## src/power_sample_lag_correction_top_assert.svh

```systemverilog
// Assertion macros for the lag-correction block.
// Expects clk and rst_n in the scope of use; no other dependencies.
`ifndef POWER_SAMPLE_LAG_CORRECTION_TOP_ASSERT_SVH
`define POWER_SAMPLE_LAG_CORRECTION_TOP_ASSERT_SVH

// Same-cycle implication, off while in reset.
`define PSLC_ASSERT_NOW(label, ante, cons, msg) \
  label: assert property (@(posedge clk) disable iff (!rst_n) (ante) |-> (cons)) \
    else $error(msg);

// Next-cycle implication, off while in reset.
`define PSLC_ASSERT_NEXT(label, ante, cons, msg) \
  label: assert property (@(posedge clk) disable iff (!rst_n) (ante) |=> (cons)) \
    else $error(msg);

`endif

```

## src/pslc_pkg.sv

```systemverilog
// Shared constants, register codes and state type of the lag-correction block.
// No dependencies.
package pslc_pkg;

  // Field widths
  localparam int POWER_BITS_DEF = 20;
  localparam int CAP_BITS       = 24;
  localparam int TIME_BITS      = 63;
  localparam int SUM_BITS       = 63;
  localparam int INTERVAL_BITS  = 35;
  localparam int TALLY_BITS     = 32;
  localparam int FILL_BITS      = 3;
  localparam int CFG_IDX_BITS   = 2;
  localparam int CFG_DATA_BITS  = 32;

  // Reset values; power values get cut to the power width at the user
  localparam logic [CAP_BITS-1:0]      CAP_RESET       = 24'd840000;
  localparam logic [31:0]              MAX_POWER_RESET = 32'd1048575;
  localparam logic [31:0]              IDLE_RESET      = 32'd45000;
  localparam logic [INTERVAL_BITS-1:0] INTERVAL_RESET  = 35'd30000000000;

  // History fill levels
  localparam logic [FILL_BITS-1:0] FILL_CORRECT = 3'd2;  // correction possible
  localparam logic [FILL_BITS-1:0] FILL_COUNTED = 3'd4;  // totals are updated
  localparam logic [FILL_BITS-1:0] FILL_MAX     = 3'd5;

  // Configuration register indexes
  typedef enum logic [CFG_IDX_BITS-1:0] {
    REG_CAPACITANCE = 2'd0,
    REG_MAX_POWER   = 2'd1,
    REG_ACTIVE_IDLE = 2'd2
  } cfg_reg_t;

  // Sequencer states
  typedef enum logic [2:0] {
    S_IDLE,
    S_PREP,
    S_DIV,
    S_CORR,
    S_CLAMP,
    S_CHECK,
    S_MUL,
    S_DONE
  } lag_state_t;

endpackage

```

## src/pslc_ser_mul.sv

```systemverilog
// Bit-serial saturating multiplier: one multiplier bit per cycle, MSB first.
// Depends on pslc_pkg for default widths.
module pslc_ser_mul
  import pslc_pkg::*;
#(
  parameter int A_BITS = SUM_BITS,
  parameter int B_BITS = POWER_BITS_DEF
) (
  input  logic              clk,
  input  logic              rst_n,
  input  logic              start,
  input  logic [A_BITS-1:0] a,
  input  logic [B_BITS-1:0] b,
  output logic              done,
  output logic [A_BITS-1:0] product
);

  localparam int CNT_BITS = $clog2(B_BITS);

  logic                busy_r;
  logic                done_r;
  logic [CNT_BITS-1:0] cnt_r;
  logic [A_BITS-1:0]   a_r;
  logic [B_BITS-1:0]   b_r;
  logic [A_BITS-1:0]   acc_r;
  logic                sat_r;

  logic [A_BITS+1:0]   step_sum;
  logic                step_over;

  // Horner step: acc*2 + (bit ? a : 0); acc stays below 2^A_BITS unless saturated
  always_comb begin
    step_sum  = {1'b0, acc_r, 1'b0} + (b_r[B_BITS-1] ? {2'b00, a_r} : '0);
    step_over = |step_sum[A_BITS+1:A_BITS];
  end

  // Sequencing
  always_ff @(posedge clk) begin
    if (!rst_n) begin
      busy_r <= 1'b0;
      done_r <= 1'b0;
      cnt_r  <= '0;
    end else begin
      done_r <= 1'b0;
      if (start) begin
        busy_r <= 1'b1;
        cnt_r  <= '0;
      end else if (busy_r) begin
        cnt_r <= cnt_r + 1'b1;
        if (cnt_r == CNT_BITS'(B_BITS - 1)) begin
          busy_r <= 1'b0;
          done_r <= 1'b1;
        end
      end
    end
  end

  // Operand shift and accumulate
  always_ff @(posedge clk) begin
    if (start) begin
      a_r   <= a;
      b_r   <= b;
      acc_r <= '0;
      sat_r <= 1'b0;
    end else if (busy_r) begin
      acc_r <= step_sum[A_BITS-1:0];
      sat_r <= sat_r | step_over;
      b_r   <= {b_r[B_BITS-2:0], 1'b0};
    end
  end

  assign done    = done_r;
  assign product = sat_r ? '1 : acc_r;

endmodule

```

## config.mk

```make
export PLATFORM = sky130hd
export DESIGN_NAME = pslc_ser_mul
export DESIGN_NICKNAME = d
export VERILOG_FILES = /design/src/power_sample_lag_correction_top_assert.svh /design/src/pslc_pkg.sv /design/src/pslc_ser_mul.sv
export SDC_FILE = /design/constraint.sdc
export NUM_CORES = 1
export LEC_CHECK = 0
export BUFFER_PORTS_ARGS = -buffer_cell sky130_fd_sc_hd__buf_2
export CAP_MARGIN = 20
export CORE_ASPECT_RATIO = 0.7
export CORE_UTILIZATION = 30
export CTS_CLUSTER_DIAMETER = 40
export DETAILED_ROUTE_END_ITERATION = 8
export PLACE_DENSITY = 0.47
export SLEW_MARGIN = 30
export SYNTH_ARGS = -nofsm -noshare
export SYNTH_HDL_FRONTEND = slang
export SYNTH_SLANG_ARGS = --single-unit
```

## constraint.sdc

```tcl
create_clock -name clk -period 5.4 [get_ports clk]
set_input_delay 0 -clock clk [delete_from_list [all_inputs] [get_ports clk]]
set_output_delay 0 -clock clk [all_outputs]
set_load 0.01 [all_outputs]
```

Word-level counts from Yosys, hierarchy flattened
Index checks and enable logic that the tools add are counted.
{ "op_classes": {"add_sub_neg": 2, "n_eq_ne": 1, "n_mux": 8, "bitwise_logic": 3, "reduce_logical": 4} }
{ "op_table": {"columns": ["op", "n"], "rows": [
  ["63-bit two-way mux", 2],
  ["64-bit by 63-bit adder with 65-bit output", 1],
  ["20-bit two-way mux", 2],
  ["5-bit by 1-bit adder with 5-bit output, second input constant", 1],
  ["5-bit == test, second input constant", 1],
  ["1-bit two-way mux", 4],
  ["2-bit OR reduction", 2],
  ["3-bit OR reduction", 1],
  ["1-bit NOT", 2],
  ["2-bit nonzero test", 1],
  ["1-bit OR", 1]
]} }
{ "totals": {"reg_bits": 154, "input_bits": 86, "out_inout_bits": 64, "word_cells": 25} }

Depth between registers and ports, before layout
{ "logic_depth": {"ltp_word": 4, "depth_mapped": 15, "ltp_nobuf": 14} }

Worst setup path after synthesis
Ideal clock, no wire load.
{ "synth_path": {"path_type": "register -> register", "from": "register b_r[19]", "to": "register acc_r[62]", "setup_ns": 0.127, "arrival_ns": 3.068, "t_required_ns": 5.273, "slack_ns": 2.205, "stages_incl_launch_ff": 15, "n_path_buf": 2, "synth_period_minus_slack_ns": 3.195, "path_cell_list": "edfxtp_1 -> clkbuf_1 -> clkbuf_1 -> and2_1 -> ha_1 -> a21o_1 -> a31o_1 -> o2111ai_2 -> nand3b_2 -> o21ai_2 -> o311ai_4 -> a311oi_4 -> o41ai_2 -> and4_1 -> or3_1"} }
{ "synth_between": {"elab_chain_len": 2} }
{ "synth_rtl": {"columns": ["element", "line_no", "rtl"], "rows": [
  ["from (decl)", "pslc_ser_mul.sv:24", "logic [B_BITS-1:0] b_r;"],
  ["from (signal assigned)", "pslc_ser_mul.sv:68", "b_r <= {b_r[B_BITS-2:0], 1'b0};"],
  ["63-bit two-way mux", "pslc_ser_mul.sv:33", "step_sum = {1'b0, acc_r, 1'b0} + (b_r[B_BITS-1] ? {2'b00, a_r} : '0);"],
  ["64-bit by 63-bit adder with 65-bit output", "pslc_ser_mul.sv:33", null],
  ["to (signal assigned)", "pslc_ser_mul.sv:66", "acc_r <= step_sum[A_BITS-1:0];"],
  ["to (decl)", "pslc_ser_mul.sv:25", "logic [A_BITS-1:0] acc_r;"]
]} }
Every way passes these cells.
A chain may end at the register's enable or synchronous reset.

Worst setup path after layout
{ "layout_path": {"from": "register b_r[19]", "to": "register acc_r[51]"} }
The elaborated chain is that of the path after synthesis.

==> impl_metrics.csv <==
group,metric,value,unit
run_status,status,"finished clean",
final_layout,num_antenna_cells,0,
power_and_ir_drop,p_int,2.360,mW
timing,rsz0062_at_grt,"no",
min_path,hp-class,"in -> reg",
synthesis,yosys.area_share.simple,20.63,%
timing,fin_crit_sh,76.35,%
routing,drc_errors,0,
floorplanning,dieHeight,153.2,microns
critical_path,start_kind,"flip-flop",
floorplanning,num_rows,54,
min_path,hp-start,"a[60]",
clock_network,ctsResizeCount,0,
synthesis,yosysSeqAreaShare,39.94,%
clock_network,hold_buffers,86,
critical_path,cp_data_arrival_time,4.46,ns
critical_path,end_kind,"flip-flop",
flow_run,drv_cap,0,
floorplanning,start_util,30.99,%
synthesis,synth_top_area_share,25.43,%
power_and_ir_drop,p_sw,1.104,mW
synthesis,synth_seq_cells,154,
clock_network,cts.sinks,154,
clock_network,post_cts_buffers,0,
synthesis,synth_top_family_by_area,"simple AND/OR/NAND/NOR gates",
floorplanning,num_io_pins,150,
synthesis,synth.largest_area_cell,"edfxtp_1",
floorplanning,die_w,218.0,microns
routing,routedWlPerCell,16.82,microns
clock_network,htree_levels,4,
place,dp_hpwl,20.63,mm
power_and_ir_drop,power.share.clock,35.5,%
synthesis,synth_compound_area_share,17.94,%
clock_network,clock_path_buffers,2,
global_routing,grtUsageTotal,17.28,%
routing,vias,8306,
power_and_ir_drop,p_comb_share,23.8,%
timing,finalSetupTns,0,ns
synthesis,ys.flop_type,"edfxtp_1",
synthesis,synth_edf_count,83,
power_and_ir_drop,switching_share,31.88,%
critical_path,criticalPathCategory,"reg -> reg",
synthesis,syn_avg_cell_area,9.315,sq um
timing,report.final.hold_viol_count,0,
timing,setup_viol_count_final,0,
routing,drt-total-wl,28.37,mm
synthesis,synth_xor_area_share,5.094,%
timing,period_minus_slack,4.123,ns
clock_network,clock_latency,0.46,ns
global_routing,antenna_found_initial,0,
place,finalWeightedCongestion,0.8606,
place,placed_cells,1569,
synthesis,synthMuxAreaShare,4.737,%
clock_network,cts_tree,"built",
synthesis,syn_nets,1202,
clock_network,cts_root_buf,"clkbuf_16",
synthesis,synthesis.area,9799,sq um
synthesis,postSynth.asyncResetShare,0,%
timing,drv_slew,0,
synthesis,synthesis.instances,1052,
final_layout,drive_gt1_share,23.44,%
routing,ant_nets,0,
power_and_ir_drop,seqPwrFrac,40.7,%
final_layout,final_common_cell,"buf_2",
timing,clock.fmax,242.5,MHz
clock_network,numCtsBuffers,17,
synthesis,synth_area_leaders,"edfxtp_1, dfxtp_1, ha_1",
clock_network,cts.reportedPaths.clkPinSlew,0.08,ns
global_routing,grt_max_degree,66,
synthesis,yosys.area_share.adder,8.248,%
synthesis,synth.distinct_cells,77,
power_and_ir_drop,leakage,5.533,nW
synthesis,yosysWarnings,0,
final_layout,instances_no_fill,1687,
routing,dr.pass1.iters,5,
critical_path,rrSetupSlack,1.28,ns
place,port_buffers,149,
final_layout,mostFrequentLayoutCells,"buf_2, nor2_1, dlygate4sd3_1",
timing,slew_headroom,48.78,%
critical_path,r2r_start,"b_r[19]",
routing,via_per_inst,4.924,
final_layout,nFillCells,3278,
timing,fin_skew,0.01265,ns
final_layout,layout.nets,1404,
global_routing,grt_first_pass_wirelength,45.10,mm
power_and_ir_drop,ir_drop,0.1863,mV
timing,worst_slew_pin_slew,0.7675,ns
min_path,whs_path_depth,2,
global_routing,grt.overflow.total,0,
critical_path,rr_worst_depth,13,
global_routing,grt_pass1_vias,8200,
critical_path,reg2reg_to,"acc_r[51]",
critical_path,crit_required,5.74,ns
floorplanning,coreArea,31620,sq um
power_and_ir_drop,pwr_density_cell,280.6,nW/um^2
min_path,hold_end,"a_r[60]",
critical_path,path_max_fanout,23,
final_layout,syn_to_final_growth,25.98,%
floorplanning,dieArea,33400,sq um
routing,drtIter0Drc,470,
==> synthesized netlist by cell type (all sizes together), types with 5 or more instances <==
master and number:
nor2 104, edfxtp 83, a21oi 79, dfxtp 71, or2 65, and2 63
ha 63, nand2 63, o21ai 49, clkbuf 41, a21o 37, xnor2 36
mux2i 25, nand3 24, inv 22, xor2 21, buf 20, nand4 20
mux2 19, nor3 17, o21bai 12, a31oi 10, a211oi 8, nand2b 7
o2111ai 6, o21a 6, a21boi 5, a221oi 5, and3 5, or3 5
==> sequential cells by signal, summed over array words and instances (netlist names) <==
signal / cells
done: 1
busy_r: 1
cnt_r: 5
a_r: 63
acc_r: 63
sat_r: 1
b_r: 20
==> metal layers <==
layer / GRT usage, % / wire (microns) / vias to the layer above / share of wire (%)
li1: - / - / 4187 / -
met1: 25.83 / 15100 / 3922 / 53
met2: 24.88 / 11820 / 175 / 42
met3: 3.403 / 1077 / 22 / 3.8
met4: 4.729 / 374 / 0 / 1.3
met5: 0 / 0 / - / 0
==> cells by family (layout without fill, tap and decap cells) <==
family | count (synthesis) | after routing
flip-flops | 154 | 154
AND/OR/NAND/NOR | 392 | 392
buffers and inverters | 83 | 298
XOR/XNOR | 57 | 57
AO/OA/AOI/OAI | 258 | 258
multiplexers | 44 | 44
adder cells (fa/ha/maj) | 64 | 64
==> worst max-delay path by stage <==
| stage | slack, ns | cells after the start | startpoint | endpoint |
|---|---|---|---|---|
| 2_1_floorplan | 2.20 | 14 | b_r[19] | acc_r[62] |
| 3_3_place_gp | 1.40 | 13 | b_r[19] | acc_r[62] |
| 3_5_place_dp | 1.29 | 13 | b_r[19] | acc_r[51] |
| 4_1_cts | 1.27 | 13 | b_r[19] | acc_r[51] |
| 5_1_grt | 0.92 | 13 | b_r[19] | acc_r[51] |
| 6_report | 1.28 | 13 | b_r[19] | acc_r[51] |
==> metrics by stage <==
| step | cell area (sq um) | hold WS (ns) | utilization [%] | worst slack, ns | power [mW] |
|---|---|---|---|---|---|
| 6_report | 12350 | 0.2466 | 39.04 | 1.277 | 3.464 |
| 3_3_place_gp | 10890 | 0.1780 | 34.45 | 1.398 | 2.217 |
| 2_1_floorplan | 9799 | 0.09887 | - | 2.205 | 1.959 |
| 3_5_place_dp | 10890 | 0.1781 | 34.45 | 1.294 | 2.214 |
| 4_1_cts | 12350 | 0.2198 | 39.04 | 1.273 | 3.510 |
| 5_1_grt | 12350 | 0.2310 | 39.04 | 0.9188 | 3.657 |
==> power groups by stage <==
stage               Clock [mW]  Combinational, mW  Sequential [mW]
floorplan                    0              0.566             1.39
global placement             0              0.778             1.44
detailed placement           0              0.777             1.44
CTS                       1.27              0.829             1.41
global route              1.32              0.916             1.42
finish                    1.23              0.824             1.41
==> area by class of cell <==
type                            instances  area [sq um]  share of cell area [%]
Clock buffer                           19         464.2                   3.760
Multi-Input combinational cell        815          5552                   44.97
Sequential cell                       154          3919                   31.74
Timing Repair Buffer                  244          1677                   13.58
Tap cell                              420         525.5                   4.257
Inverter                               22         82.58                  0.6689
Clock inverter                         13         126.4                   1.024
==> critical path, cell delays in order, from the launching register on <==
cell and delay [ns]:
edfxtp_1 0.76, buf_4 0.34, nand2_1 0.13, fa_1 0.42
nor2b_1 0.21, o2111ai_1 0.18, a21boi_1 0.28, o21ai_1 0.13
a311oi_1 0.52, o211ai_1 0.20, a21oi_1 0.25, o21a_1 0.18
nor3_1 0.06, or3b_1 0.34
Power figures use the tool's default switching activity.
