### config.mk
export PLATFORM = sky130hd
export DESIGN_NAME = pslc_ser_div
export DESIGN_NICKNAME = d
export VERILOG_FILES = /design/src/power_sample_lag_correction_top_assert.svh /design/src/pslc_pkg.sv /design/src/pslc_ser_div.sv
export SDC_FILE = /design/constraint.sdc
export NUM_CORES = 1
export LEC_CHECK = 0
export ABC_AREA = 1
export ABC_CLOCK_PERIOD_IN_PS = 3900
export BUFFER_PORTS_ARGS = -buffer_cell sky130_fd_sc_hd__clkbuf_2
export CAP_MARGIN = 25
export CORE_MARGIN = 4
export CORE_UTILIZATION = 36
export CTS_CLUSTER_DIAMETER = 200
export DETAILED_ROUTE_END_ITERATION = 6
export SYNTH_ARGS = -nofsm -noshare
export SYNTH_HDL_FRONTEND = slang
export SYNTH_SLANG_ARGS = --single-unit
### constraint.sdc
create_clock -name clk -period 3.9 [get_ports clk]
set_input_delay 0.78 -clock clk [delete_from_list [all_inputs] [get_ports clk]]
set_output_delay 0.78 -clock clk [all_outputs]
set_load 0.01 [all_outputs]
### src/power_sample_lag_correction_top_assert.svh
// Assertion macros for the lag-correction block.
// Expects clk and rst_n in the scope of use; no other dependencies.
`ifndef POWER_SAMPLE_LAG_CORRECTION_TOP_ASSERT_SVH
`define POWER_SAMPLE_LAG_CORRECTION_TOP_ASSERT_SVH

// Same-cycle implication, off while in reset.
`define PSLC_ASSERT_NOW(label, ante, cons, msg) \
  label: assert property (@(posedge clk) disable iff (!rst_n) (ante) |-> (cons)) \
    else $error(msg);

// Next-cycle implication, off while in reset.
`define PSLC_ASSERT_NEXT(label, ante, cons, msg) \
  label: assert property (@(posedge clk) disable iff (!rst_n) (ante) |=> (cons)) \
    else $error(msg);

`endif

### src/pslc_pkg.sv
// Shared constants, register codes and state type of the lag-correction block.
// No dependencies.
package pslc_pkg;

  // Field widths
  localparam int POWER_BITS_DEF = 20;
  localparam int CAP_BITS       = 24;
  localparam int TIME_BITS      = 63;
  localparam int SUM_BITS       = 63;
  localparam int INTERVAL_BITS  = 35;
  localparam int TALLY_BITS     = 32;
  localparam int FILL_BITS      = 3;
  localparam int CFG_IDX_BITS   = 2;
  localparam int CFG_DATA_BITS  = 32;

  // Reset values; power values get cut to the power width at the user
  localparam logic [CAP_BITS-1:0]      CAP_RESET       = 24'd840000;
  localparam logic [31:0]              MAX_POWER_RESET = 32'd1048575;
  localparam logic [31:0]              IDLE_RESET      = 32'd45000;
  localparam logic [INTERVAL_BITS-1:0] INTERVAL_RESET  = 35'd30000000000;

  // History fill levels
  localparam logic [FILL_BITS-1:0] FILL_CORRECT = 3'd2;  // correction possible
  localparam logic [FILL_BITS-1:0] FILL_COUNTED = 3'd4;  // totals are updated
  localparam logic [FILL_BITS-1:0] FILL_MAX     = 3'd5;

  // Configuration register indexes
  typedef enum logic [CFG_IDX_BITS-1:0] {
    REG_CAPACITANCE = 2'd0,
    REG_MAX_POWER   = 2'd1,
    REG_ACTIVE_IDLE = 2'd2
  } cfg_reg_t;

  // Sequencer states
  typedef enum logic [2:0] {
    S_IDLE,
    S_PREP,
    S_DIV,
    S_CORR,
    S_CLAMP,
    S_CHECK,
    S_MUL,
    S_DONE
  } lag_state_t;

endpackage

### src/pslc_ser_div.sv
// Restoring radix-2 divider: one quotient bit per cycle, MSB first.
// Depends on pslc_pkg for default widths.
module pslc_ser_div
  import pslc_pkg::*;
#(
  parameter int N_BITS = CAP_BITS + POWER_BITS_DEF,
  parameter int D_BITS = TIME_BITS
) (
  input  logic              clk,
  input  logic              rst_n,
  input  logic              start,
  input  logic [N_BITS-1:0] num,
  input  logic [D_BITS-1:0] den,
  output logic              done,
  output logic [N_BITS-1:0] quot
);

  localparam int CNT_BITS = $clog2(N_BITS);

  logic                busy_r;
  logic                done_r;
  logic [CNT_BITS-1:0] cnt_r;
  logic [D_BITS-1:0]   den_r;
  logic [D_BITS-1:0]   rem_r;
  logic [N_BITS-1:0]   qn_r;   // numerator bits out at the top, quotient bits in

  logic [D_BITS:0]     trial;
  logic [D_BITS:0]     trial_sub;
  logic                fits;

  // Shift in the next numerator bit and try the subtract
  always_comb begin
    trial     = {rem_r, qn_r[N_BITS-1]};
    trial_sub = trial - {1'b0, den_r};
    fits      = (trial >= {1'b0, den_r});
  end

  // Sequencing
  always_ff @(posedge clk) begin
    if (!rst_n) begin
      busy_r <= 1'b0;
      done_r <= 1'b0;
      cnt_r  <= '0;
    end else begin
      done_r <= 1'b0;
      if (start) begin
        busy_r <= 1'b1;
        cnt_r  <= '0;
      end else if (busy_r) begin
        cnt_r <= cnt_r + 1'b1;
        if (cnt_r == CNT_BITS'(N_BITS - 1)) begin
          busy_r <= 1'b0;
          done_r <= 1'b1;
        end
      end
    end
  end

  // Remainder and quotient shift
  always_ff @(posedge clk) begin
    if (start) begin
      den_r <= den;
      rem_r <= '0;
      qn_r  <= num;
    end else if (busy_r) begin
      rem_r <= fits ? trial_sub[D_BITS-1:0] : trial[D_BITS-1:0];
      qn_r  <= {qn_r[N_BITS-2:0], fits};
    end
  end

  assign done = done_r;
  assign quot = qn_r;

endmodule
After elaboration in Yosys (flattened, before gate mapping):

Index checks and enable logic that the tools add are counted.

* reductions and logical operators: 3
* muxes and demuxes: 7
* equality and inequality tests: 1
* order comparisons: 1
* add/sub/neg operators: 2
* bitwise operators: 2

Operator list (number)
* $mux 44: 2
* $ge 64x63->1: 1
* $mux 63: 1
* $sub 63x63->63: 1
* $add 6x1->6 const B: 1
* $eq 6x6->1 const B: 1
* $mux 1: 4
* $reduce_or 3->1: 1
* $not 1->1: 2
* $reduce_bool 2->1: 1
* $reduce_or 2->1: 1

* input bits: 110
* flip-flop bits (word level): 178
* word-level logic and storage cells: 22
* output and inout bits: 45

Longest topological paths before layout:

Gate-level depths: netlist of the first run.

* depth after elaboration: 4
* gate-level depth with buffers: 20
* depth with buffers taken out: 18

Worst setup path before layout of the first run:

OpenSTA, ideal clock, no wires.

* path kind: input to register
* start: in start
* end: reg qn_r[0], in the netlist quot[0], enable pin
* stages: 3
* setup slack: 1.039 ns
* arrival: 2.435 ns
* data required time: 3.474 ns
* library setup time: 0.426 ns
* path buffers: 1
* path through: nor2_1 -> inv_1 -> clkbuf_1

* cells in the longest elaborated chain, start to end: 1

RTL lines
* start: declaration: RTL line pslc_ser_div.sv:11 `input logic start,`
* $reduce_bool 2->1 (no source line)
* end signal: assignment: RTL line pslc_ser_div.sv:64 `qn_r <= num;`
* end signal: assignment: RTL line pslc_ser_div.sv:67 `qn_r <= {qn_r[N_BITS-2:0], fits};`
* end: declaration: RTL line pslc_ser_div.sv:25 `logic [N_BITS-1:0] qn_r;`

No other way between the ends.
A chain may end at the register's enable or synchronous reset.

Worst setup path after layout of the first run:

* start: reg qn_r[43], in the netlist quot[43]
* end: reg rem_r[14]

* cells in the longest elaborated chain, start to end: 2
* elaborated cells on any way between the ends: 3
* classes of those cells: 1 x add/sub; 1 x order compare; 1 x mux

RTL lines
* $sub 63x63->63 / $ge 64x63->1 (equally long branches): RTL line pslc_ser_div.sv:34, pslc_ser_div.sv:35
* $mux 63 (*): RTL line pslc_ser_div.sv:66 `rem_r <= fits ? trial_sub[D_BITS-1:0] : trial[D_BITS-1:0];`
* end signal: assignment: RTL line pslc_ser_div.sv:66
* end: declaration: RTL line pslc_ser_div.sv:24 `logic [D_BITS-1:0] rem_r;`

Mark *: on every way between the ends. The rest lies on a longest branch, timed or not.

==> flow_metrics.env, run 1 <==
export IMPL_drtAntennaViolNets=0
export IMPL_max_cap_viol_count=0
export IMPL_grt_max_degree=65
export IMPL_whs_ps=469.6
export IMPL_postCtsSetupBuffers=0
export IMPL_path_class="reg2reg"
export IMPL_cts_clk_slew_worst_paths_ps=70
export IMPL_seq_area_frac_synth_pct=34.71
export IMPL_start_util_pct=36.47
export IMPL_tns_ps=0
export IMPL_viasPerCell=4.642
export IMPL_dpl_hpwl_mm=32.55
export IMPL_fmax_mhz=334.8
export IMPL_rows=70
export IMPL_peakVddDrop_mv=0.2863
export IMPL_cts_hold_buf=0
export IMPL_syn_instance_count=2103
export IMPL_wl_per_cell_um=14.90
export IMPL_io_pins=155
export IMPL_synthesis_area_um2=13350
export IMPL_wl_mm=40.62
export IMPL_drv_slew=0
export IMPL_cts_buffers=17
export IMPL_fin_nets=2419
export IMPL_drc_errors=0
export IMPL_clock_sinks=178
export IMPL_hold_violations=0
export IMPL_drt_iter0_drc=800
export IMPL_p_leak_nw=8.716
export IMPL_cp_max_fo=26
export IMPL_worst_slew_pin_slew_ps=914.1
export IMPL_placed_area_um2=14560
export IMPL_gr_usage_met3_pct=3.796
export IMPL_die_h_um=200.6
export IMPL_place_congestion=0.9600
export IMPL_grt_pass1_vias=12320
export IMPL_io_buffer_count=154
export IMPL_die_area_um2=40230
export IMPL_cp_start_kind="register"
export IMPL_drt_first_pass_iters=5
export IMPL_ys_types=37
export IMPL_fin_area_um2=15140
export IMPL_skew_ps=14.46
export IMPL_period_share_pct=76.59
export IMPL_synth_nets=2278
export IMPL_grt_pass1_wl_mm=65.54
export IMPL_yosysWarnings=0
export IMPL_max_slew_margin_pct=39.06
export IMPL_ys_ff_latch=178
export IMPL_power_density_nw_per_um2=296.6
export IMPL_drive_above_1_share_pct=11.34
export IMPL_arrival_ps=3330
export IMPL_max_clock_path_buffers=2
export IMPL_area_growth_pct=13.43
export IMPL_postCtsResizedCells=0
export IMPL_endpoint_kind="register"
export IMPL_syn_avg_cell_area_um2=6.348
export IMPL_status="completed"
export IMPL_busiest_layer="met2"
export IMPL_rsz0062_at_grt="false"
export IMPL_antenna_found_initial=0
export IMPL_fp_coreArea_um2=36610
export IMPL_finalSetupViolCount=0
export IMPL_worstHoldPathType="reg2reg"
export IMPL_die_width_um=200.6
export IMPL_vias=12650
export IMPL_clk_latency_ps=470
export IMPL_critical_path_required_ps=4240
export IMPL_globalRouteTotalUtil_pct=20.25
export IMPL_root_buffer="clkbuf_16"
export IMPL_grt_met1_usage_pct=28.02
export IMPL_grt_use_met2_pct=32.41
export IMPL_htreeDepth=4
export IMPL_gr_total_overflow=0
export IMPL_layout_min_cycle_time_ps=2987
export IMPL_cts_tree="built"
export IMPL_fin_util_pct=41.36
export IMPL_n_antenna_cell=0
final timing paths:
path / slack, ps / end / startpoint / cells past startpoint
setup / recovery: 910 / rem_r[14] / quot[43] / 18
setup reg to reg: 910 / rem_r[14] / quot[43] / 18
hold / removal: 470 / rem_r[37] / rem_r[37] / 2
hold reg to reg: 470 / rem_r[37] / rem_r[37] / 2
critical path, cell delays in order, from the launching register on:
cell      delay, ps
edfxtp_1        360
inv_1            60
ha_1            220
fa_1            390
inv_1           100
nand2_1          50
nand2_1          80
nand3_2          70
nand2_2         120
nand2_1          70
nand2_2          90
nand2_2          60
nand3_2          80
nand2_2          60
nand2_2         380
buf_4           390
nand2_1          80
nand3_1          70
o21ai_0         100
synth_stat cells (all sizes together):
| cell type | count | area share [%] |
|---|---|---|
| nand2 | 909 | 26 |
| inv | 464 | 13 |
| nand3 | 158 | 6.6 |
| nor2 | 112 | 3.5 |
| edfxtp | 107 | 24 |
| dfxtp | 71 | 11 |
| ha | 64 | 6.0 |
| a21oi | 45 | 1.7 |
| o21ai | 34 | 1.3 |
| xnor2 | 27 | 1.8 |
| buf | 24 | 1.3 |
| nand3b | 24 | 1.3 |
| nor3 | 21 | 0.82 |
| clkbuf | 17 | 0.48 |
| nand4 | 9 | 0.42 |
| xor2 | 4 | 0.26 |
| nor3b | 3 | 0.17 |
| a21o | 1 | 0.056 |
| a31oi | 1 | 0.047 |
| and2 | 1 | 0.047 |
| and3 | 1 | 0.047 |
| clkinv | 1 | 0.028 |
| fa | 1 | 0.15 |
| nor4 | 1 | 0.16 |
| o211a | 1 | 0.075 |
| o21bai | 1 | 0.056 |
| or2 | 1 | 0.047 |
metal layers:
| layer | vias to the layer above | part of all wire, % |
|---|---|---|
| met2 | 318 | 44 |
| met3 | 45 | 5.4 |
| met1 | 5674 | 48 |
| li1 | 6612 | - |
| met4 | 0 | 2.3 |
| met5 | - | 0 |
where the power goes:
part	internal, mW	switching (mW)	total [mW]
clock	0.912	0.844	1.76
combinational	0.197	0.375	0.573
sequential	2.11	0.0497	2.16
cell families (layout without fill, tap and decap cells):
kind of cell | after synthesis | count (layout) | share of synthesized area (%)
xor+xnor | 31 | 31 | 2.034
fa+ha+maj | 65 | 65 | 6.148
buf+inv | 506 | 660 | 14.89
flops | 178 | 178 | 34.71
simple gates | 1240 | 1240 | 38.99
compound gates | 83 | 83 | 3.224
final cells by class:
| type | count | area [um^2] |
|---|---|---|
| sequential | 178 | 4634 |
| fill | 4052 | 21470 |
| timing repair buffer | 163 | 853.3 |
| clock inverter | 14 | 157.7 |
| inverter | 465 | 1745 |
| multi-input combinational | 1419 | 6738 |
| tap | 468 | 585.6 |
| clock buffer | 18 | 429.2 |
flip-flops by register name, indices dropped and copies added (netlist names):
register,flops
done,1
quot,44
busy_r,1
cnt_r,6
rem_r,63
den_r,63
metrics by stage:
stage                     setup slack, ps  power, mW  cells
after detailed placement            918.8      2.782   2693
after floorplan                      1039      2.542   2103
after global placement              941.2      2.781   2693
final                               912.9      4.492   2725
after CTS                           896.5      4.554   2725
after global routing                617.4      4.708   2725
placed cells by master, fill, tap and decap left out, types with 19 or more instances in the layout:
cell	count
nand2_1	897
clkbuf_2	153
edfxtp_1	107
nand3_2	19
nand3b_1	24
nor3_1	20
xnor2_1	27
dfxtp_1	71
inv_1	454
a21oi_1	44
ha_1	64
nor2_1	95
o21ai_1	21
nand3_1	139
(Power assumes the default switching activity.)
==> run 2, diff against run 1 <==
- ABC_AREA: 1 -> 0
- ABC_CLOCK_PERIOD_IN_PS: 3900 -> 2750
- clock period: 3.9 -> 2.75 ns (I/O delays scaled with it)
==> run 2 against run 1 <==
  * The run now ends with setup timing left
  * Worst setup slack got worse by 1200 ps
  * Clock skew increased by 3.3 ps
  * Die area decreased by 18%
  * Final cell count decreased by 27%
  * Global-route usage increased by 0.30 points
  * Register-to-register slack got worse by 1200 ps
  * Utilization increased by 12 points
  * Critical path depth decreased by 3
  * Cell area increased by 5.8%
  * Sequential cell count unchanged
  * Largest power group unchanged
==> flow_metrics.env, run 2 <==
export IMPL_status="complete, but fails checks"
export IMPL_violations="setup timing"
export IMPL_r2r_setup_slack_ps=-330
export IMPL_die_width_um=182.2
export IMPL_clkPwrFrac_pct=27.7
export IMPL_cp_max_fo=2
export IMPL_grt_pass1_wl_mm=55.52
export IMPL_die_area_um2=33180
export IMPL_drv_slew=0
export IMPL_drtAntennaViolNets=0
export IMPL_fmax_mhz=324.5
export IMPL_wl_per_cell_um=17.36
export IMPL_cts_tree="built"
export IMPL_dpl_hpwl_mm=24.92
export IMPL_max_clock_path_buffers=2
export IMPL_skew_ps=17.79
export IMPL_cts_hold_buf=0
export IMPL_peakVddDrop_mv=0.4729
export IMPL_endpoint="rem_r[54]"
export IMPL_p_leak_nw=6.925
export IMPL_final_common_cell="buf_4"
export IMPL_intPower_mw=5.879
export IMPL_rr_worst_depth=15
export IMPL_grt_pass1_vias=10810
export IMPL_async_flop_share_pct=0
export IMPL_switching_share_pct=32.79
export IMPL_max_cap_viol_count=0
export IMPL_globalRouteTotalUtil_pct=20.55
export IMPL_fp_coreArea_um2=29800
export IMPL_period_share_pct=112.1
export IMPL_power_density_nw_per_um2=545.9
export IMPL_place_congestion=0.9140
export IMPL_drt_first_pass_iters=5
export IMPL_instances_no_fill=1989
export IMPL_post_synth_top_count_cell="edfxtp_1"
export IMPL_syn_avg_cell_area_um2=9.269
export IMPL_path_class="reg2reg"
export IMPL_synth_top_cell_by_area="edfxtp_1"
export IMPL_cts_clk_slew_worst_paths_ps=80
export IMPL_max_slew_margin_pct=60.07
export IMPL_synth_nets=1353
export IMPL_io_buffer_count=154
export IMPL_grt_max_degree=65
export IMPL_drc_errors=0
export IMPL_synth_top_area_share_pct=29.43
export IMPL_rsz0062_at_grt="true"
export IMPL_layout_min_cycle_time_ps=3082
export IMPL_synth_edf_count=107
export IMPL_synth_top_flop_cell="edfxtp_1"
export IMPL_endpoint_kind="register"
export IMPL_arrival_ps=3460
export IMPL_dp_cells=1912
export IMPL_antenna_found_initial=0
export IMPL_cp_start_kind="register"
export IMPL_gr_total_overflow=0
export IMPL_root_buffer="clkbuf_16"
export IMPL_fill_cells=2693
export IMPL_viasPerCell=5.271
export IMPL_fin_nets=1761
export IMPL_hold_violations=0
export IMPL_worstReg2RegStart="quot[43]"
export IMPL_critical_path_required_ps=3130
export IMPL_seq_area_frac_synth_pct=42.44
export IMPL_drive_above_1_share_pct=44.40
export IMPL_p_comb_share_pct=35.5
export IMPL_syn_instance_count=1178
export IMPL_synthTopCellsByCount="edfxtp_1, nor2_1, a21oi_1"
export IMPL_area_growth_pct=46.76
export IMPL_start_util_pct=36.65
export IMPL_n_antenna_cell=0
export IMPL_pre_cts_ws_ps=-563.0
export IMPL_setup_ws_ps=-331.9
export IMPL_finalSetupViolCount=64
export IMPL_r2r_end="rem_r[54]"
export IMPL_cts_buffers=17
export IMPL_rows=63
export IMPL_synthTopCellsByArea="edfxtp_1, dfxtp_1, ha_1, a21oi_1, mux2_2"
export IMPL_io_pins=155
export IMPL_final_cell_mix="buf_4, clkbuf_2, edfxtp_1"
export IMPL_die_h_um=182.2
export IMPL_clock_sinks=178
export IMPL_netSwitchingPower_mw=2.869
export IMPL_worstHoldPathType="in2reg"
export IMPL_worst_slew_pin_slew_ps=598.9
export IMPL_seq_power_share_pct=36.8
export IMPL_synthesis_area_um2=10920
export IMPL_ys_ff_latch=178
export IMPL_htreeDepth=4
export IMPL_vias=10490
export IMPL_wl_mm=34.54
export IMPL_ys_types=68
export IMPL_startpoint="quot[43]"
export IMPL_yosysWarnings=0
export IMPL_drt_iter0_drc=579
export IMPL_clk_latency_ps=460
-- run 2: changes by cell type after synthesis, moves of 23 or more --
cell	previous run	this run
nand2_1	897	95
inv_1	455	90
nand3_1	139	16
a21oi_1	44	102
mux2_2	0	45
o21ai_0	13	55
clkbuf_1	17	53
a211oi_1	0	32
nand4_1	9	36
nand3b_1	24	1
-- run 2: worst max-delay path: stages, from the launching register on --
cell and delay, ps:
edfxtp_1 350, inv_1 50, ha_2 200, fa_2 350, nand2b_4 160, a21oi_4 180, buf_4 140, o211ai_1 140
a21oi_2 230, nor3_2 80, buf_4 150, o21a_1 210, nand2_2 90, a21oi_2 60, or4_1 470, a31oi_1 160
-- run 2: logic make-up (layout without fill, tap and decap cells) --
logic type | after synthesis | in the layout | synth area share [%]
simple gates | 332 | 334 | 14.24
compound gates | 327 | 327 | 19.47
flops | 178 | 178 | 42.44
buf+inv | 159 | 578 | 5.672
mux | 66 | 66 | 6.566
fa+ha+maj | 65 | 65 | 7.517
xor+xnor | 51 | 51 | 4.091
-- run 2: worst min path at each step --
stage / from / end / depth (start not counted)
after floorplan: cnt_r[5] / done / 2
after global placement: cnt_r[5] / cnt_r[5] / 2
after detailed placement: cnt_r[5] / done / 2
after CTS: den[16] / den_r[16] / 1
after global routing: den[43] / den_r[43] / 1
final: den[16] / den_r[16] / 1
-- run 2: power groups by stage --
| stage | clock network (mW) | logic [mW] | registers [mW] |
|---|---|---|---|
| finish | 2.42 | 3.11 | 3.22 |
| global placement | 0 | 2.47 | 3.26 |
| detailed placement | 0 | 2.49 | 3.26 |
| CTS | 2.49 | 2.90 | 3.21 |
| global route | 2.59 | 3.37 | 3.24 |
| floorplan | 0 | 1.37 | 3.26 |
-- run 2: final cells by class --
type                    count  area, um^2  area share [%]
flip-flops and latches    178        4638           28.94
well taps                 390       488.0           3.045
clock buffers              20       436.7           2.725
inverters                  90       337.8           2.108
clock inverters            12       122.6          0.7651
repair buffers            456        3298           20.58
multi-input cells         843        6704           41.83
-- run 2: what timing repair did --
item | 4_1_cts | 5_1_grt
pin swaps | 102 | 47
endpoints found under the setup margin | 64 | 64
gates cloned | 5 | 0
gates resized for setup | 172 | 94
buffers inserted | 27 | 17
-- run 2: routing by layer --
| layer | track usage, % | wire [um] |
|---|---|---|
| met5 | 0 | 0 |
| met4 | 5.404 | 779 |
| met3 | 5.123 | 2089 |
| met2 | 34.98 | 16660 |
| met1 | 26.14 | 15000 |
-- run 2: per-stage QoR --
step / power, mW / hold slack, ps / utilization [%] / instance area, um^2 / setup TNS, ps
finish: 8.748 / 263.5 / 53.78 / 16030 / -12560
global route: 9.209 / 244.4 / 53.78 / 16030 / -19910
CTS: 8.599 / 241.9 / 52.18 / 15550 / -11330
detailed placement: 5.752 / 493.0 / 46.81 / 13950 / -20380
global placement: 5.727 / 471.4 / 46.81 / 13950 / -18480
floorplan: 4.634 / 442.8 / - / 11040 / -8487
==> run 3, diff against run 2 <==
- BUFFER_PORTS_ARGS: -buffer_cell sky130_fd_sc_hd__clkbuf_2 -> not set
- CORE_MARGIN: 4 -> 2
- DONT_BUFFER_PORTS: not set -> 1
==> run 3 against run 2 <==
  * The run still ends with setup timing left
  * Wire length shrank 2.6%
  * Sequential cell count is the same
  * Register-to-register slack is essentially flat
==> flow_metrics.env, run 3 (synthesis results as in run 2) <==
export IMPL_status="complete, but fails checks"
export IMPL_violations="setup timing"
export IMPL_fin_util_pct=51.56
export IMPL_fin_area_um2=15320
export IMPL_arrival_ps=3430
export IMPL_worstReg2RegStart="rem_r[8]"
export IMPL_drv_slew=0
export IMPL_tns_ps=-11300
export IMPL_setup_ws_ps=-346.1
export IMPL_power_density_nw_per_um2=558.7
export IMPL_cp_max_fo=4
export IMPL_drtAntennaViolNets=0
export IMPL_startpoint="rem_r[8]"
export IMPL_area_growth_pct=40.31
export IMPL_vias=9878
export IMPL_grt_max_degree=164
export IMPL_antenna_found_initial=2
export IMPL_path_class="reg2reg"
export IMPL_gr_total_overflow=0
export IMPL_die_h_um=178.2
export IMPL_power_mw=8.559
export IMPL_fmax_mhz=323.0
export IMPL_period_share_pct=112.6
export IMPL_finalSetupViolCount=64
export IMPL_fill_cells=2661
export IMPL_grt_use_met2_pct=35.90
export IMPL_final_common_cell="buf_4"
export IMPL_skew_ps=17.80
export IMPL_p_leak_nw=6.336
export IMPL_worst_slew_pin_slew_ps=540.9
export IMPL_worstHoldPathType="in2reg"
export IMPL_seq_area_um2=4641
export IMPL_final_cell_mix="buf_4, edfxtp_1, inv_1, nor2_1, nand2_1"
export IMPL_max_clock_path_buffers=2
export IMPL_wl_mm=33.63
export IMPL_placed_area_um2=13140
export IMPL_fin_nets=1598
export IMPL_hold_violations=0
export IMPL_die_width_um=178.2
export IMPL_grt_pass1_vias=9864
export IMPL_clock_sinks=178
export IMPL_dpl_hpwl_mm=23.51
export IMPL_die_area_um2=31740
export IMPL_whs_ps=191.4
export IMPL_rows=63
export IMPL_max_cap_viol_count=0
export IMPL_fp_coreArea_um2=29720
export IMPL_wl_per_cell_um=18.41
export IMPL_peakVddDrop_mv=0.4621
export IMPL_drt_first_pass_iters=5
export IMPL_place_congestion=0.9396
export IMPL_max_slew_margin_pct=63.94
export IMPL_cts_hold_buf=0
export IMPL_drc_errors=0
export IMPL_start_util_pct=36.74
export IMPL_gr_usage_met3_pct=5.413
export IMPL_cts_buffers=17
export IMPL_grt_met1_usage_pct=25.44
export IMPL_cp_start_kind="register"
export IMPL_drt_iter0_drc=613
export IMPL_cts_clk_slew_worst_paths_ps=80
export IMPL_drive_above_1_share_pct=39.35
export IMPL_viasPerCell=5.407
export IMPL_cts_tree="built"
export IMPL_rsz0062_at_grt="true"
export IMPL_io_buffer_count=0
export IMPL_layout_min_cycle_time_ps=3096
export IMPL_critical_path_required_ps=3080
export IMPL_busiest_layer="met2"
export IMPL_globalRouteTotalUtil_pct=20.90
export IMPL_htreeDepth=4
export IMPL_hp_start="den[15]"
export IMPL_endpoint_kind="register"
export IMPL_clk_latency_ps=450
export IMPL_root_buffer="clkbuf_16"
export IMPL_io_pins=155
export IMPL_grt_pass1_wl_mm=51.85
export IMPL_multi_input_area_um2=6799
## run 3: timing repair
item	CTS	global route
buffers inserted	24	21
resized for setup	182	115
endpoints found under the hold margin	0	0
gates cloned	6	1
pin swaps	118	50
endpoints found under the setup margin	64	64
## run 3: stage by stage
step	cells	setup slack [ps]
after floorplan	1178	-277.1
after global placement	1752	-677.3
after detailed placement	1752	-621.9
after CTS	1809	-320.9
after global routing	1826	-473.4
final	1827	-346.1
## run 3: final timing paths
path / end / slack (ps) / cells after the start
hold reg to reg: done / 490 / 2
setup reg to reg: rem_r[61] / -350 / 12
setup / recovery: rem_r[61] / -350 / 12
hold / removal: den_r[15] / 190 / 0
## run 3: layer usage
layer	part of all wire, %	up-vias
met5	0.048	-
met1	42	4703
li1	-	4789
met4	2.0	2
met2	49	330
met3	6.9	54
## run 3: area by class of cell
cell class	instances	share of cell area, %
antenna	1	0.01633
clock buffer	17	2.777
clock inverter	15	0.9147
inverter	90	2.205
multi-input combinational	843	44.38
sequential	178	30.29
tap	390	3.185
timing repair buffer	293	16.24
## run 3: where the power goes
part	internal (mW)	switching [mW]
logic	1.42	1.48
registers	3.08	0.181
clock network	1.20	1.20
total	5.70	2.85
## run 3: critical path, stage by stage, from the launching register on
cell and delay [ps]:
dfxtp_1 370, ha_4 290, nand4_1 140, nor3_2 220, o31ai_2 140, a211o_4 390
a211o_4 390, a211oi_4 290, buf_6 150, nor3_4 50, o21a_1 210, a222oi_1 280
nand2_1 80
